===== config.mk =====
export PLATFORM = sky130hd
export DESIGN_NAME = hex_pattern_tokenizer_flat
export DESIGN_NICKNAME = d
export VERILOG_FILES = /design/src/sv/hpt_pkg.sv /design/src/sv/hpt_if.sv /design/src/sv/hpt_char_class.sv /design/src/sv/hex_pattern_tokenizer.sv /design/src/flat_wrapper.sv
export SDC_FILE = /design/constraint.sdc
export NUM_CORES = 1
export LEC_CHECK = 0
export BUFFER_PORTS_ARGS = -buffer_cell sky130_fd_sc_hd__buf_2
export CAP_MARGIN = 20
export CORE_MARGIN = 1.5
export CORE_UTILIZATION = 50
export DETAILED_ROUTE_END_ITERATION = 12
export GPL_ROUTABILITY_DRIVEN = 0
export GPL_TIMING_DRIVEN = 0
export PLACE_DENSITY_LB_ADDON = 0.15
export SETUP_SLACK_MARGIN = 0.15
export SLEW_MARGIN = 0
export SYNTH_ARGS = -nofsm -noshare
export SYNTH_HDL_FRONTEND = slang
export SYNTH_SLANG_ARGS = --single-unit

===== constraint.sdc =====
create_clock -name clock -period 6.6 [get_ports clock]
set_input_delay 0.66 -clock clock [delete_from_list [all_inputs] [get_ports clock]]
set_output_delay 0.66 -clock clock [all_outputs]
set_load 0.01 [all_outputs]

===== src/sv/hpt_pkg.sv =====
package hpt_pkg;

   localparam int CH_W         = 8;
   localparam int KIND_W       = 3;
   localparam int BYTE_W       = 8;
   localparam int ERR_W        = 4;
   localparam int BC_W         = 12;
   localparam int ACC_W        = 9;
   localparam int ALT_W        = 8;
   localparam int NIB_W        = 4;
   localparam int COUNT_BITS_DEF = 12;

   localparam logic [BC_W-1:0]   BC_MAX   = 12'hFFF;
   localparam logic [ACC_W-1:0]  ACC_SAT  = 9'd256;
   localparam logic [ALT_W-1:0]  ALT_MAX  = 8'hFF;
   localparam logic [BYTE_W-1:0] MASK_NIB = 8'h0F;
   localparam logic [BYTE_W-1:0] MASK_ALL = 8'hFF;
   localparam logic [BYTE_W-1:0] MAX_SKIP_RST = 8'hFF;

   localparam logic [KIND_W-1:0] KIND_BYTE  = 3'd0;
   localparam logic [KIND_W-1:0] KIND_OPEN  = 3'd1;
   localparam logic [KIND_W-1:0] KIND_SEP   = 3'd2;
   localparam logic [KIND_W-1:0] KIND_CLOSE = 3'd3;
   localparam logic [KIND_W-1:0] KIND_SKIP  = 3'd4;
   localparam logic [KIND_W-1:0] KIND_RANGE = 3'd5;
   localparam logic [KIND_W-1:0] KIND_END   = 3'd6;

   localparam logic [ERR_W-1:0] ERR_NONE      = 4'd0;
   localparam logic [ERR_W-1:0] ERR_UNPAIRED  = 4'd1;
   localparam logic [ERR_W-1:0] ERR_NESTED    = 4'd2;
   localparam logic [ERR_W-1:0] ERR_SEP       = 4'd3;
   localparam logic [ERR_W-1:0] ERR_SKIP_ALT  = 4'd4;
   localparam logic [ERR_W-1:0] ERR_BRACKET   = 4'd5;
   localparam logic [ERR_W-1:0] ERR_SKIP_END  = 4'd6;
   localparam logic [ERR_W-1:0] ERR_SKIP_SKIP = 4'd7;
   localparam logic [ERR_W-1:0] ERR_SKIP_VAL  = 4'd8;
   localparam logic [ERR_W-1:0] ERR_CHAR      = 4'd9;
   localparam logic [ERR_W-1:0] ERR_FIRST     = 4'd10;
   localparam logic [ERR_W-1:0] ERR_ALT       = 4'd11;

   localparam logic [1:0] DASH_NONE = 2'd0;
   localparam logic [1:0] DASH_ONE  = 2'd1;
   localparam logic [1:0] DASH_TWO  = 2'd2;
   localparam logic [1:0] DASH_BAD  = 2'd3;

   localparam logic [4:0] PEND_NONE = 5'd0;
   localparam logic [4:0] PEND_WILD = 5'd1;

   localparam logic [CH_W-1:0] C_LPAR   = 8'h28;
   localparam logic [CH_W-1:0] C_RPAR   = 8'h29;
   localparam logic [CH_W-1:0] C_BAR    = 8'h7C;
   localparam logic [CH_W-1:0] C_LBRK   = 8'h5B;
   localparam logic [CH_W-1:0] C_RBRK   = 8'h5D;
   localparam logic [CH_W-1:0] C_DASH   = 8'h2D;

   typedef struct packed {
      logic [CH_W-1:0]  uc;
      logic             is_nib;
      logic             is_wild;
      logic             is_digit;
      logic [NIB_W-1:0] nib_val;
      logic             is_ws;
      logic             is_gz;
   } char_class_type;

endpackage


===== src/sv/hpt_if.sv =====
interface hpt_req_if;
   logic                        valid;
   logic                        ready;
   logic [hpt_pkg::CH_W-1:0]    ch;
   logic                        last;
   modport source (output valid, output ch, output last, input ready);
   modport sink   (input valid, input ch, input last, output ready);
endinterface

interface hpt_rsp_if;
   logic                         valid;
   logic                         ready;
   logic [hpt_pkg::KIND_W-1:0]   kind;
   logic [hpt_pkg::BYTE_W-1:0]   value;
   logic [hpt_pkg::BYTE_W-1:0]   mask;
   logic [hpt_pkg::BYTE_W-1:0]   skip_lo;
   logic [hpt_pkg::BYTE_W-1:0]   skip_hi;
   logic [hpt_pkg::ERR_W-1:0]    error;
   logic [hpt_pkg::BC_W-1:0]     byte_count;
   logic                         done_res;
   modport source (output valid, output kind, output value, output mask, output skip_lo,
                   output skip_hi, output error, output byte_count, output done_res,
                   input ready);
   modport sink   (input valid, input kind, input value, input mask, input skip_lo,
                   input skip_hi, input error, input byte_count, input done_res,
                   output ready);
endinterface

interface hpt_csr_if;
   logic                         valid;
   logic                         ready;
   logic [hpt_pkg::BYTE_W-1:0]   data;
   modport source (output valid, output data, input ready);
   modport sink   (input valid, input data, output ready);
endinterface


===== src/sv/hpt_char_class.sv =====
module hpt_char_class (
   input  logic [hpt_pkg::CH_W-1:0] ch,
   output hpt_pkg::char_class_type  cls
);
   import hpt_pkg::*;

   logic [CH_W-1:0] uc;

   always_comb begin
      uc = ch;
      if (ch inside {[8'h61:8'h7A]}) begin
         uc = ch - 8'd32;
      end
      cls          = '0;
      cls.uc       = uc;
      cls.is_ws    = uc inside {8'h20, 8'h0A, 8'h09};
      cls.is_gz    = uc inside {[8'h47:8'h5A]};
      cls.is_digit = uc inside {[8'h30:8'h39]};
      if (uc inside {[8'h30:8'h39]}) begin
         cls.is_nib  = 1'b1;
         cls.nib_val = NIB_W'(uc - 8'h30);
      end else if (uc inside {[8'h41:8'h46]}) begin
         cls.is_nib  = 1'b1;
         cls.nib_val = NIB_W'(uc - 8'h37);
      end else if (uc == 8'h3F) begin
         cls.is_nib  = 1'b1;
         cls.is_wild = 1'b1;
      end
   end

endmodule


===== src/sv/hex_pattern_tokenizer.sv =====
// Channel   Direction  Payload                                           Accepted when
// req_chan  in         ch, last                                          valid && ready
// rsp_chan  out        kind, value, mask, skip_lo, skip_hi, error,       valid && ready
//                      byte_count, done_res
// csr_chan  in         data (max_skip)                                   valid && ready
//
// One character per cycle when req is ready: decode and state update sit between
// the pattern state registers and the result register; a token shows in the cycle
// after its character. req ready drops only while a token waits and rsp is stalled.
// Synchronous reset clears the pattern state and sets max_skip to 255.
// csr ready is always high.
module hex_pattern_tokenizer #(
   parameter int COUNT_BITS = hpt_pkg::COUNT_BITS_DEF
) (
   input  logic     clock,
   input  logic     reset,
   hpt_req_if.sink  req_chan,
   hpt_rsp_if.source rsp_chan,
   hpt_csr_if.sink  csr_chan
);
   import hpt_pkg::*;

   localparam int CW = (COUNT_BITS > BC_W) ? COUNT_BITS : BC_W;
   localparam logic [COUNT_BITS-1:0] CNT_MAX = {COUNT_BITS{1'b1}};

   char_class_type cls;

   logic [BYTE_W-1:0]     max_skip_ff;
   logic                  started_ff, started_in;
   logic [4:0]            pend_ff, pend_in;
   logic                  in_alt_ff, in_alt_in;
   logic                  in_brk_ff, in_brk_in;
   logic [1:0]            dash_ff, dash_in;
   logic                  low_dig_ff, low_dig_in;
   logic [ACC_W-1:0]      low_ff, low_in;
   logic [ACC_W-1:0]      high_ff, high_in;
   logic                  after_skip_ff, after_skip_in;
   logic [ALT_W-1:0]      alt_cnt_ff, alt_cnt_in;
   logic                  prev_alt_ff, prev_alt_in;
   logic                  first_ff, first_in;
   logic [ERR_W-1:0]      err_ff, err_in;
   logic [COUNT_BITS-1:0] bytes_ff, bytes_in;

   logic                  rsp_valid_ff, rsp_valid_in;
   logic [KIND_W-1:0]     kind_ff, kind_in;
   logic [BYTE_W-1:0]     value_ff, value_in;
   logic [BYTE_W-1:0]     mask_ff, mask_in;
   logic [BYTE_W-1:0]     lo_ff, lo_in;
   logic [BYTE_W-1:0]     hi_ff, hi_in;
   logic [ERR_W-1:0]      rerr_ff, rerr_in;
   logic [BC_W-1:0]       cnt_ff, cnt_in;
   logic                  done_ff, done_in;

   logic                  req_acc;
   logic                  out_vld;
   logic                  em_req;
   logic [KIND_W-1:0]     em_kind;
   logic [BYTE_W-1:0]     em_val, em_mask, em_lo, em_hi;
   logic [CW-1:0]         cnt_ext;
   logic [11:0]           acc_tmp;
   logic                  emit_ok;

   hpt_char_class u_class (
      .ch  (req_chan.ch),
      .cls (cls)
   );

   assign req_chan.ready = !rsp_valid_ff || rsp_chan.ready;
   assign req_acc        = req_chan.valid && req_chan.ready;
   assign csr_chan.ready = 1'b1;
   assign cnt_ext        = CW'(bytes_ff);

   always_comb begin
      started_in    = started_ff;
      pend_in       = pend_ff;
      in_alt_in     = in_alt_ff;
      in_brk_in     = in_brk_ff;
      dash_in       = dash_ff;
      low_dig_in    = low_dig_ff;
      low_in        = low_ff;
      high_in       = high_ff;
      after_skip_in = after_skip_ff;
      alt_cnt_in    = alt_cnt_ff;
      prev_alt_in   = prev_alt_ff;
      first_in      = first_ff;
      err_in        = err_ff;
      bytes_in      = bytes_ff;
      out_vld = 1'b0;
      kind_in = '0; value_in = '0; mask_in = '0; lo_in = '0; hi_in = '0;
      rerr_in = '0; cnt_in = '0; done_in = 1'b0;
      em_req = 1'b0; em_kind = KIND_BYTE;
      em_val = '0; em_mask = '0; em_lo = '0; em_hi = '0;
      acc_tmp = '0;
      emit_ok = 1'b1;

      if (req_chan.last) begin
         rerr_in = err_ff;
         if (rerr_in == ERR_NONE && pend_ff != PEND_NONE) rerr_in = ERR_UNPAIRED;
         if (rerr_in == ERR_NONE && in_brk_ff) rerr_in = ERR_BRACKET;
         if (rerr_in == ERR_NONE && after_skip_ff) rerr_in = ERR_SKIP_END;
         if (rerr_in == ERR_NONE && in_alt_ff) rerr_in = ERR_ALT;
         if (rerr_in == ERR_NONE && !first_ff) rerr_in = ERR_FIRST;
         out_vld = 1'b1;
         kind_in = KIND_END;
         done_in = 1'b1;
         cnt_in  = (cnt_ext > CW'(BC_MAX)) ? BC_MAX : cnt_ext[BC_W-1:0];
         started_in = 1'b0; pend_in = PEND_NONE; in_alt_in = 1'b0; in_brk_in = 1'b0;
         dash_in = DASH_NONE; low_dig_in = 1'b0; low_in = '0; high_in = '0;
         after_skip_in = 1'b0; alt_cnt_in = '0; prev_alt_in = 1'b0; first_in = 1'b0;
         err_in = ERR_NONE; bytes_in = '0;
      end else if (err_ff != ERR_NONE) begin
         // error latched: swallow until end
      end else if (!started_ff) begin
         started_in = 1'b1;
      end else if (in_brk_ff) begin
         if (cls.uc == C_RBRK) begin
            in_brk_in = 1'b0;
            if (dash_ff == DASH_BAD || low_ff > ACC_W'(max_skip_ff)) begin
               err_in = ERR_SKIP_VAL;
            end else if (dash_ff != DASH_NONE) begin
               if (high_ff <= low_ff || high_ff > ACC_W'(max_skip_ff)) begin
                  err_in = ERR_SKIP_VAL;
               end else begin
                  after_skip_in = 1'b1;
                  em_req  = 1'b1;
                  em_kind = KIND_RANGE;
                  em_lo   = low_ff[BYTE_W-1:0];
                  em_hi   = high_ff[BYTE_W-1:0];
               end
            end else begin
               after_skip_in = 1'b1;
               em_req  = 1'b1;
               em_kind = KIND_SKIP;
               em_lo   = low_ff[BYTE_W-1:0];
            end
         end else if (dash_ff == DASH_BAD) begin
            // malformed, wait for close
         end else if (cls.is_digit) begin
            if (dash_ff == DASH_NONE) begin
               acc_tmp    = 12'(low_ff) * 12'd10 + 12'(cls.nib_val);
               low_in     = (acc_tmp > 12'(ACC_SAT)) ? ACC_SAT : acc_tmp[ACC_W-1:0];
               low_dig_in = 1'b1;
            end else if (dash_ff == DASH_ONE) begin
               acc_tmp = 12'(high_ff) * 12'd10 + 12'(cls.nib_val);
               high_in = (acc_tmp > 12'(ACC_SAT)) ? ACC_SAT : acc_tmp[ACC_W-1:0];
            end
         end else if (cls.uc == C_DASH) begin
            if (dash_ff == DASH_NONE) begin
               dash_in = low_dig_ff ? DASH_ONE : DASH_BAD;
            end else if (dash_ff == DASH_ONE) begin
               dash_in = DASH_TWO;
            end
         end else begin
            dash_in = DASH_BAD;
         end
      end else if (after_skip_ff && !cls.is_ws && cls.uc == C_LBRK) begin
         err_in = ERR_SKIP_SKIP;
      end else begin
         if (after_skip_ff && !cls.is_ws) begin
            after_skip_in = 1'b0;
         end
         if (pend_ff != PEND_NONE) begin
            if (!cls.is_nib) begin
               err_in = cls.is_gz ? ERR_CHAR : ERR_UNPAIRED;
            end else begin
               pend_in = PEND_NONE;
               em_req  = 1'b1;
               em_kind = KIND_BYTE;
               em_val  = {(pend_ff == PEND_WILD) ? 4'h0 : pend_ff[3:0],
                          cls.is_wild ? 4'h0 : cls.nib_val};
               em_mask = {(pend_ff == PEND_WILD) ? 4'h0 : MASK_NIB[3:0],
                          cls.is_wild ? 4'h0 : MASK_NIB[3:0]};
            end
         end else if (cls.is_nib) begin
            pend_in = cls.is_wild ? PEND_WILD : {1'b1, cls.nib_val};
         end else if (cls.uc == C_LPAR) begin
            if (in_alt_ff) begin
               err_in = ERR_NESTED;
            end else begin
               in_alt_in = 1'b1;
               em_req    = 1'b1;
               em_kind   = KIND_OPEN;
            end
         end else if (cls.uc == C_RPAR) begin
            in_alt_in = 1'b0;
            em_req    = 1'b1;
            em_kind   = KIND_CLOSE;
         end else if (cls.uc == C_BAR) begin
            if (!in_alt_ff) begin
               err_in = ERR_SEP;
            end else begin
               em_req  = 1'b1;
               em_kind = KIND_SEP;
            end
         end else if (cls.uc == C_LBRK) begin
            if (in_alt_ff) begin
               err_in = ERR_SKIP_ALT;
            end else begin
               in_brk_in  = 1'b1;
               dash_in    = DASH_NONE;
               low_dig_in = 1'b0;
               low_in     = '0;
               high_in    = '0;
            end
         end else if (cls.uc == C_RBRK) begin
            err_in = ERR_BRACKET;
         end else if (!cls.is_ws) begin
            err_in = ERR_CHAR;
         end
      end

      // token checks: first token, alternation syntax, byte count
      if (em_req) begin
         if (!first_ff) begin
            first_in = 1'b1;
            if (em_kind != KIND_BYTE || em_mask != MASK_ALL) begin
               err_in  = ERR_FIRST;
               emit_ok = 1'b0;
            end
         end
         if (emit_ok) begin
            if (em_kind == KIND_OPEN || em_kind == KIND_SEP) begin
               if (prev_alt_ff && em_kind == KIND_SEP) begin
                  err_in  = ERR_ALT;
                  emit_ok = 1'b0;
               end else begin
                  if (alt_cnt_ff != ALT_MAX) alt_cnt_in = alt_cnt_ff + 1'b1;
                  prev_alt_in = 1'b1;
               end
            end else if (em_kind == KIND_CLOSE) begin
               if (prev_alt_ff || alt_cnt_ff < ALT_W'(2)) begin
                  err_in  = ERR_ALT;
                  emit_ok = 1'b0;
               end else begin
                  alt_cnt_in  = '0;
                  prev_alt_in = 1'b0;
               end
            end else begin
               prev_alt_in = 1'b0;
            end
         end
         if (emit_ok) begin
            if (em_kind == KIND_BYTE && bytes_ff != CNT_MAX) bytes_in = bytes_ff + 1'b1;
            out_vld  = 1'b1;
            kind_in  = em_kind;
            value_in = em_val;
            mask_in  = em_mask;
            lo_in    = em_lo;
            hi_in    = em_hi;
         end
      end

      if (req_acc && out_vld) begin
         rsp_valid_in = 1'b1;
      end else if (rsp_chan.ready) begin
         rsp_valid_in = 1'b0;
      end else begin
         rsp_valid_in = rsp_valid_ff;
      end
   end

   always_ff @(posedge clock) begin
      if (reset) begin
         max_skip_ff   <= MAX_SKIP_RST;
         started_ff    <= 1'b0;
         pend_ff       <= PEND_NONE;
         in_alt_ff     <= 1'b0;
         in_brk_ff     <= 1'b0;
         dash_ff       <= DASH_NONE;
         low_dig_ff    <= 1'b0;
         low_ff        <= '0;
         high_ff       <= '0;
         after_skip_ff <= 1'b0;
         alt_cnt_ff    <= '0;
         prev_alt_ff   <= 1'b0;
         first_ff      <= 1'b0;
         err_ff        <= ERR_NONE;
         bytes_ff      <= '0;
         rsp_valid_ff  <= 1'b0;
      end else begin
         if (csr_chan.valid) begin
            max_skip_ff <= csr_chan.data;
         end
         if (req_acc) begin
            started_ff    <= started_in;
            pend_ff       <= pend_in;
            in_alt_ff     <= in_alt_in;
            in_brk_ff     <= in_brk_in;
            dash_ff       <= dash_in;
            low_dig_ff    <= low_dig_in;
            low_ff        <= low_in;
            high_ff       <= high_in;
            after_skip_ff <= after_skip_in;
            alt_cnt_ff    <= alt_cnt_in;
            prev_alt_ff   <= prev_alt_in;
            first_ff      <= first_in;
            err_ff        <= err_in;
            bytes_ff      <= bytes_in;
         end
         rsp_valid_ff <= rsp_valid_in;
      end
   end

   always_ff @(posedge clock) begin
      if (req_acc && out_vld) begin
         kind_ff  <= kind_in;
         value_ff <= value_in;
         mask_ff  <= mask_in;
         lo_ff    <= lo_in;
         hi_ff    <= hi_in;
         rerr_ff  <= rerr_in;
         cnt_ff   <= cnt_in;
         done_ff  <= done_in;
      end
   end

   assign rsp_chan.valid      = rsp_valid_ff;
   assign rsp_chan.kind       = kind_ff;
   assign rsp_chan.value      = value_ff;
   assign rsp_chan.mask       = mask_ff;
   assign rsp_chan.skip_lo    = lo_ff;
   assign rsp_chan.skip_hi    = hi_ff;
   assign rsp_chan.error      = rerr_ff;
   assign rsp_chan.byte_count = cnt_ff;
   assign rsp_chan.done_res   = done_ff;

endmodule


===== src/flat_wrapper.sv =====
// flat-port wrapper written by rule: the top's interface ports become plain ports
module hex_pattern_tokenizer_flat import hpt_pkg::*;
#(
   parameter int COUNT_BITS = hpt_pkg::COUNT_BITS_DEF
)
  (clock, reset, req_chan_valid, req_chan_ch, req_chan_last, req_chan_ready, rsp_chan_valid, rsp_chan_kind, rsp_chan_value, rsp_chan_mask, rsp_chan_skip_lo, rsp_chan_skip_hi, rsp_chan_error, rsp_chan_byte_count, rsp_chan_done_res, rsp_chan_ready, csr_chan_valid, csr_chan_data, csr_chan_ready);
  hpt_req_if req_chan_i ();
  hpt_rsp_if rsp_chan_i ();
  hpt_csr_if csr_chan_i ();
  input  logic clock;
  input  logic reset;
  input wire logic [$bits(req_chan_i.valid)-1:0] req_chan_valid;
  input wire logic [$bits(req_chan_i.ch)-1:0] req_chan_ch;
  input wire logic [$bits(req_chan_i.last)-1:0] req_chan_last;
  output wire logic [$bits(req_chan_i.ready)-1:0] req_chan_ready;
  output wire logic [$bits(rsp_chan_i.valid)-1:0] rsp_chan_valid;
  output wire logic [$bits(rsp_chan_i.kind)-1:0] rsp_chan_kind;
  output wire logic [$bits(rsp_chan_i.value)-1:0] rsp_chan_value;
  output wire logic [$bits(rsp_chan_i.mask)-1:0] rsp_chan_mask;
  output wire logic [$bits(rsp_chan_i.skip_lo)-1:0] rsp_chan_skip_lo;
  output wire logic [$bits(rsp_chan_i.skip_hi)-1:0] rsp_chan_skip_hi;
  output wire logic [$bits(rsp_chan_i.error)-1:0] rsp_chan_error;
  output wire logic [$bits(rsp_chan_i.byte_count)-1:0] rsp_chan_byte_count;
  output wire logic [$bits(rsp_chan_i.done_res)-1:0] rsp_chan_done_res;
  input wire logic [$bits(rsp_chan_i.ready)-1:0] rsp_chan_ready;
  input wire logic [$bits(csr_chan_i.valid)-1:0] csr_chan_valid;
  input wire logic [$bits(csr_chan_i.data)-1:0] csr_chan_data;
  output wire logic [$bits(csr_chan_i.ready)-1:0] csr_chan_ready;
  assign req_chan_i.valid = req_chan_valid;
  assign req_chan_i.ch = req_chan_ch;
  assign req_chan_i.last = req_chan_last;
  assign req_chan_ready = req_chan_i.ready;
  assign rsp_chan_valid = rsp_chan_i.valid;
  assign rsp_chan_kind = rsp_chan_i.kind;
  assign rsp_chan_value = rsp_chan_i.value;
  assign rsp_chan_mask = rsp_chan_i.mask;
  assign rsp_chan_skip_lo = rsp_chan_i.skip_lo;
  assign rsp_chan_skip_hi = rsp_chan_i.skip_hi;
  assign rsp_chan_error = rsp_chan_i.error;
  assign rsp_chan_byte_count = rsp_chan_i.byte_count;
  assign rsp_chan_done_res = rsp_chan_i.done_res;
  assign rsp_chan_i.ready = rsp_chan_ready;
  assign csr_chan_i.valid = csr_chan_valid;
  assign csr_chan_i.data = csr_chan_data;
  assign csr_chan_ready = csr_chan_i.ready;
  hex_pattern_tokenizer #(.COUNT_BITS(COUNT_BITS)) u_core (.clock(clock), .reset(reset), .req_chan(req_chan_i), .rsp_chan(rsp_chan_i), .csr_chan(csr_chan_i));
endmodule

==> key figures <==
Status
  – Run status: completed

Clock tree
  – Number of H-tree branching levels: 3
  – Count of hold-fix buffers inserted at cts: 0
  – Clock tree from TritonCTS: built
  – Number of buffers on the longest clock path: 2
  – Clock transition at the registers of the reported paths: 70 ps
  – Post-cts resize count: 0
  – Buffers inserted by post-CTS timing repair: 0
  – Clock root buffer: sky130_fd_sc_hd__clkbuf_16
  – Clk sink count: ~110
  – Number of buffers created by CTS: 9
  – Worst-skew pair later-pin latency: about 360 ps

Floorplanning
  – Die Height: 132 microns
  – Core area: ~16000 sq um
  – # IOs: slightly below 80
  – Count of standard-cell rows: 46
  – Width of the die: around 130 microns
  – Die footprint: approximately 17000 sq um
  – Initial Util: roughly 52%

Synthesis
  – Largest cells by area after synthesis: sky130_fd_sc_hd__edfxtp_1 17%, sky130_fd_sc_hd__dfxtp_1 16%, sky130_fd_sc_hd__ha_1 10%, sky130_fd_sc_hd__nor2_1 3.5%, sky130_fd_sc_hd__a21oi_1 3.1%
  – Share of synthesized area occupied by flip-flops and latches: approximately a third
  – Async SR Flop Fraction: 0%
  – Average instance area after synthesis: 8.77 sq um
  – Cell area after synthesis: 8270 sq um
  – Mapped Cells: 943
  – Warning count from the yosys run: 0
  – Flops & latches, synth: approximately 110
  – Dominant synthesized flop cell: sky130_fd_sc_hd__dfxtp_1
  – Net count after synthesis: between 1000 and 1500
  – Distinct cell type count after synthesis: slightly below 90
  – EDFF count, synth: 46
  – Area share of the leading cell type in the synthesized netlist: between 10% and 20%
  – Leading area contributor after synthesis: sky130_fd_sc_hd__edfxtp_1

Drt
  – ANT nets after route: 0
  – Pre-Repair DR Iteration Count: 5
  – Via density per instance: between 6 and 7
  – Routed vias: roughly 7800
  – Drt wl/cell: about 18 microns
  – Detailed Route Iter0 Violations: about 750
  – Final wirelength: 22800 microns
  – Remaining design rule violation count: 0

Placement
  – Post-place setup slack: approximately 460 ps
  – Post-detail-place hpwl: ~17000 microns
  – Total of buffers placed on input and output ports: 72

Global route
  – Combined global-route utilization of all metal layers: roughly a quarter
  – Number of antenna violations at the first check in global routing: 0
  – Grt total ovfl: 0
  – Wire length of the first global-routing pass: 37000 microns
  – Largest net degree at the start of global routing: 25
  – Via count of the first global-routing pass: about 7000

Timing
  – Worst Tran Pin Value: roughly 1100 ps
  – Clock tree skew after final layout: ~11 ps
  – Hold slack final: approximately 490 ps
  – Fmax: approximately 0.17 GHz
  – RSZ-0062 raised after global routing: no
  – Max-slew headroom: between 20% and 30%
  – Final-report setup violation count: 0
  – Min Clock Period, post-route: 5870 ps
  – Post-layout worst setup margin: 735 ps
  – Final hold violation count: 0
  – Final worst-path cycle share: a little under 90%
  – Total Neg Setup Slack: 0 ps
  – Number of max-slew violations in the final report: 0

Pwr
  – Part of the total power dissipated in sequential elements: 51.4%
  – Static power due to leakage: about 3.6 nW
  – Clock share of power: between 30% and 40%
  – Pwr/cell area: around 160 nW/um^2
  – Fraction of power consumed by combinational cells: 12.3%
  – Switching Fraction: roughly 27%
  – Internal portion of total power: 1.05 mW
  – Worst-case vdd ir drop: between 100 and 150 uV
  – NetSw: 0.384 mW

Finish
  – Number of fillers in the final layout: between 1000 and 1500
  – Antenna cell count: 0
  – Most common cell after layout, fill and taps aside: sky130_fd_sc_hd__buf_2
  – Share of the core filled with cells in the final layout: 57.5%
  – Nets: about 1100
  – Share of post-route cells with drive strength above 1: between 10% and 20%
  – Synthesis-to-layout area growth: 11.3%
  – Commonest cells after routing, fill and taps aside: 82 x sky130_fd_sc_hd__buf_2, 76 x sky130_fd_sc_hd__nor2_1, 67 x sky130_fd_sc_hd__ha_1, 65 x sky130_fd_sc_hd__dfxtp_1, 54 x sky130_fd_sc_hd__inv_1

Worst setup path
  – Crit path required time: just under 7000 ps
  – Depth of the most critical reg-to-reg path: 10
  – Critical Setup Path Class: in2reg
  – Kind of start point of the critical path: primary input
  – Critical-path maximum fanout: 9
  – Reg-to-reg slack, setup: around 2500 ps
  – Beginning of the critical path: req_chan_ch[1]
  – Capture point of the worst reg-to-reg path: u_core.rsp_chan.value[0]
  – Launching point of the worst reg2reg path: u_core.low_ff[4]
  – Crit path DAT: a little over 6000 ps
  – Critical path destination: u_core.high_ff[5]
  – Worst setup EP type: flop

Hold path
  – Hold Path Class: reg2reg
  – Startpoint of the lowest-slack hold path: u_core.pend_ff[4]

Job
  – Number of maximum-capacitance constraint violations: 0
critical path, stage by stage:
cell and delay, ps:
sky130_fd_sc_hd__buf_2 150, sky130_fd_sc_hd__inv_1 100, sky130_fd_sc_hd__ha_1 180, sky130_fd_sc_hd__buf_2 170, sky130_fd_sc_hd__nor3b_2 330, sky130_fd_sc_hd__and2_1 230
sky130_fd_sc_hd__nor3_1 100, sky130_fd_sc_hd__o21ai_0 400, sky130_fd_sc_hd__nand2_1 170, sky130_fd_sc_hd__o32ai_1 810, sky130_fd_sc_hd__inv_1 230, sky130_fd_sc_hd__fa_1 470
sky130_fd_sc_hd__nor2b_1 190, sky130_fd_sc_hd__o2111ai_1 190, sky130_fd_sc_hd__a211oi_1 320, sky130_fd_sc_hd__nand3_1 120, sky130_fd_sc_hd__or3_1 320, sky130_fd_sc_hd__mux2_2 300
sky130_fd_sc_hd__nor3_1 480, sky130_fd_sc_hd__a22o_1 220
layer usage:
metal / up-vias / track usage, % / wire, microns
li1: 3764 / - / -
met1: 3626 / 39.1 / 11000
met2: 334 / 39.7 / 9870
met3: 35 / 2.93 / 1450
met4: 0 / 8.77 / 474
met5: - / 0 / 0
power groups by stage:
stage	clock [mW]	sequential (mW)	combinational, mW
CTS	0.529	0.735	0.173
global route	0.555	0.737	0.192
global placement	0	0.753	0.169
floorplan	0	0.759	0.105
finish	0.520	0.735	0.176
detailed placement	0	0.751	0.172
worst min path at each step:
stage | endpoint | slack [ps] | cells past startpoint
3_5_place_dp | u_core.pend_ff[4] | 480 | 2
4_1_cts | u_core.pend_ff[4] | 490 | 2
6_report | u_core.pend_ff[4] | 490 | 2
5_1_grt | u_core.pend_ff[4] | 510 | 2
2_1_floorplan | u_core.low_dig_ff | 450 | 2
3_3_place_gp | u_core.pend_ff[4] | 470 | 2
synthesized netlist by cell type (all sizes together), types with 5 or more instances:
cell / number
nor3: 34
o31ai: 5
o2111ai: 20
nor4: 11
nand2: 56
or4: 5
a211oi: 13
a21o: 8
o31a: 5
o211ai: 15
o21a: 7
clkbuf: 29
mux2i: 7
xnor2: 11
and3: 14
o21ai: 42
nand3: 46
a211o: 5
nor4bb: 6
inv: 55
nor4b: 7
buf: 19
dfxtp: 65
edfxtp: 46
nand3b: 6
or2: 6
a31oi: 16
a21oi: 53
nand2b: 10
nand4: 16
nor2b: 13
xor2: 8
nor2: 76
o211a: 6
a22o: 13
o311ai: 15
nor3b: 6
and2: 28
ha: 67
or3: 10
cells by family after synthesis:
| logic type | Yosys count | share of synthesized area (%) |
|---|---|---|
| AO/OA/AOI/OAI | 269 | 24.0 |
| AND/OR/NAND/NOR | 359 | 24.0 |
| XOR/XNOR | 19 | 2.01 |
| adder cells (fa/ha/maj) | 71 | 11.1 |
| multiplexers | 9 | 1.12 |
| flip-flops | 111 | 32.5 |
| buffers and inverters | 104 | 5.25 |
| other | 1 | 0.0454 |
metrics by stage:
step	instances	power (mW)	instance area, sq um
after floorplan	943	0.864	8270
after global placement	1231	0.921	8900
after detailed placement	1232	0.923	8930
after CTS	1248	1.44	9200
after global routing	1248	1.48	9200
final	1248	1.43	9200
state kept, by name, indices dropped and copies added (netlist names), 2 cells and up:
name,flops
u_core.alt_cnt_ff,8
u_core.bytes_ff,12
u_core.dash_ff,2
u_core.err_ff,4
u_core.high_ff,9
u_core.low_ff,9
u_core.max_skip_ff,8
u_core.pend_ff,5
u_core.rsp_chan.byte_count,12
u_core.rsp_chan.error,4
u_core.rsp_chan.kind,3
u_core.rsp_chan.mask,2
u_core.rsp_chan.skip_hi,8
u_core.rsp_chan.skip_lo,8
u_core.rsp_chan.value,8
cell type report:
class,count,area (sq um),area share (%)
Multi-Input combinational cell,728,5160,56.1
Sequential cell,111,2680,29.2
Timing Repair Buffer,73,380,4.13
Tap cell,216,270,2.94
Clock buffer,11,233,2.53
Buffer,48,224,2.43
Inverter,56,210,2.28
Clock inverter,5,41.3,0.449
(Power assumes the default switching activity.)
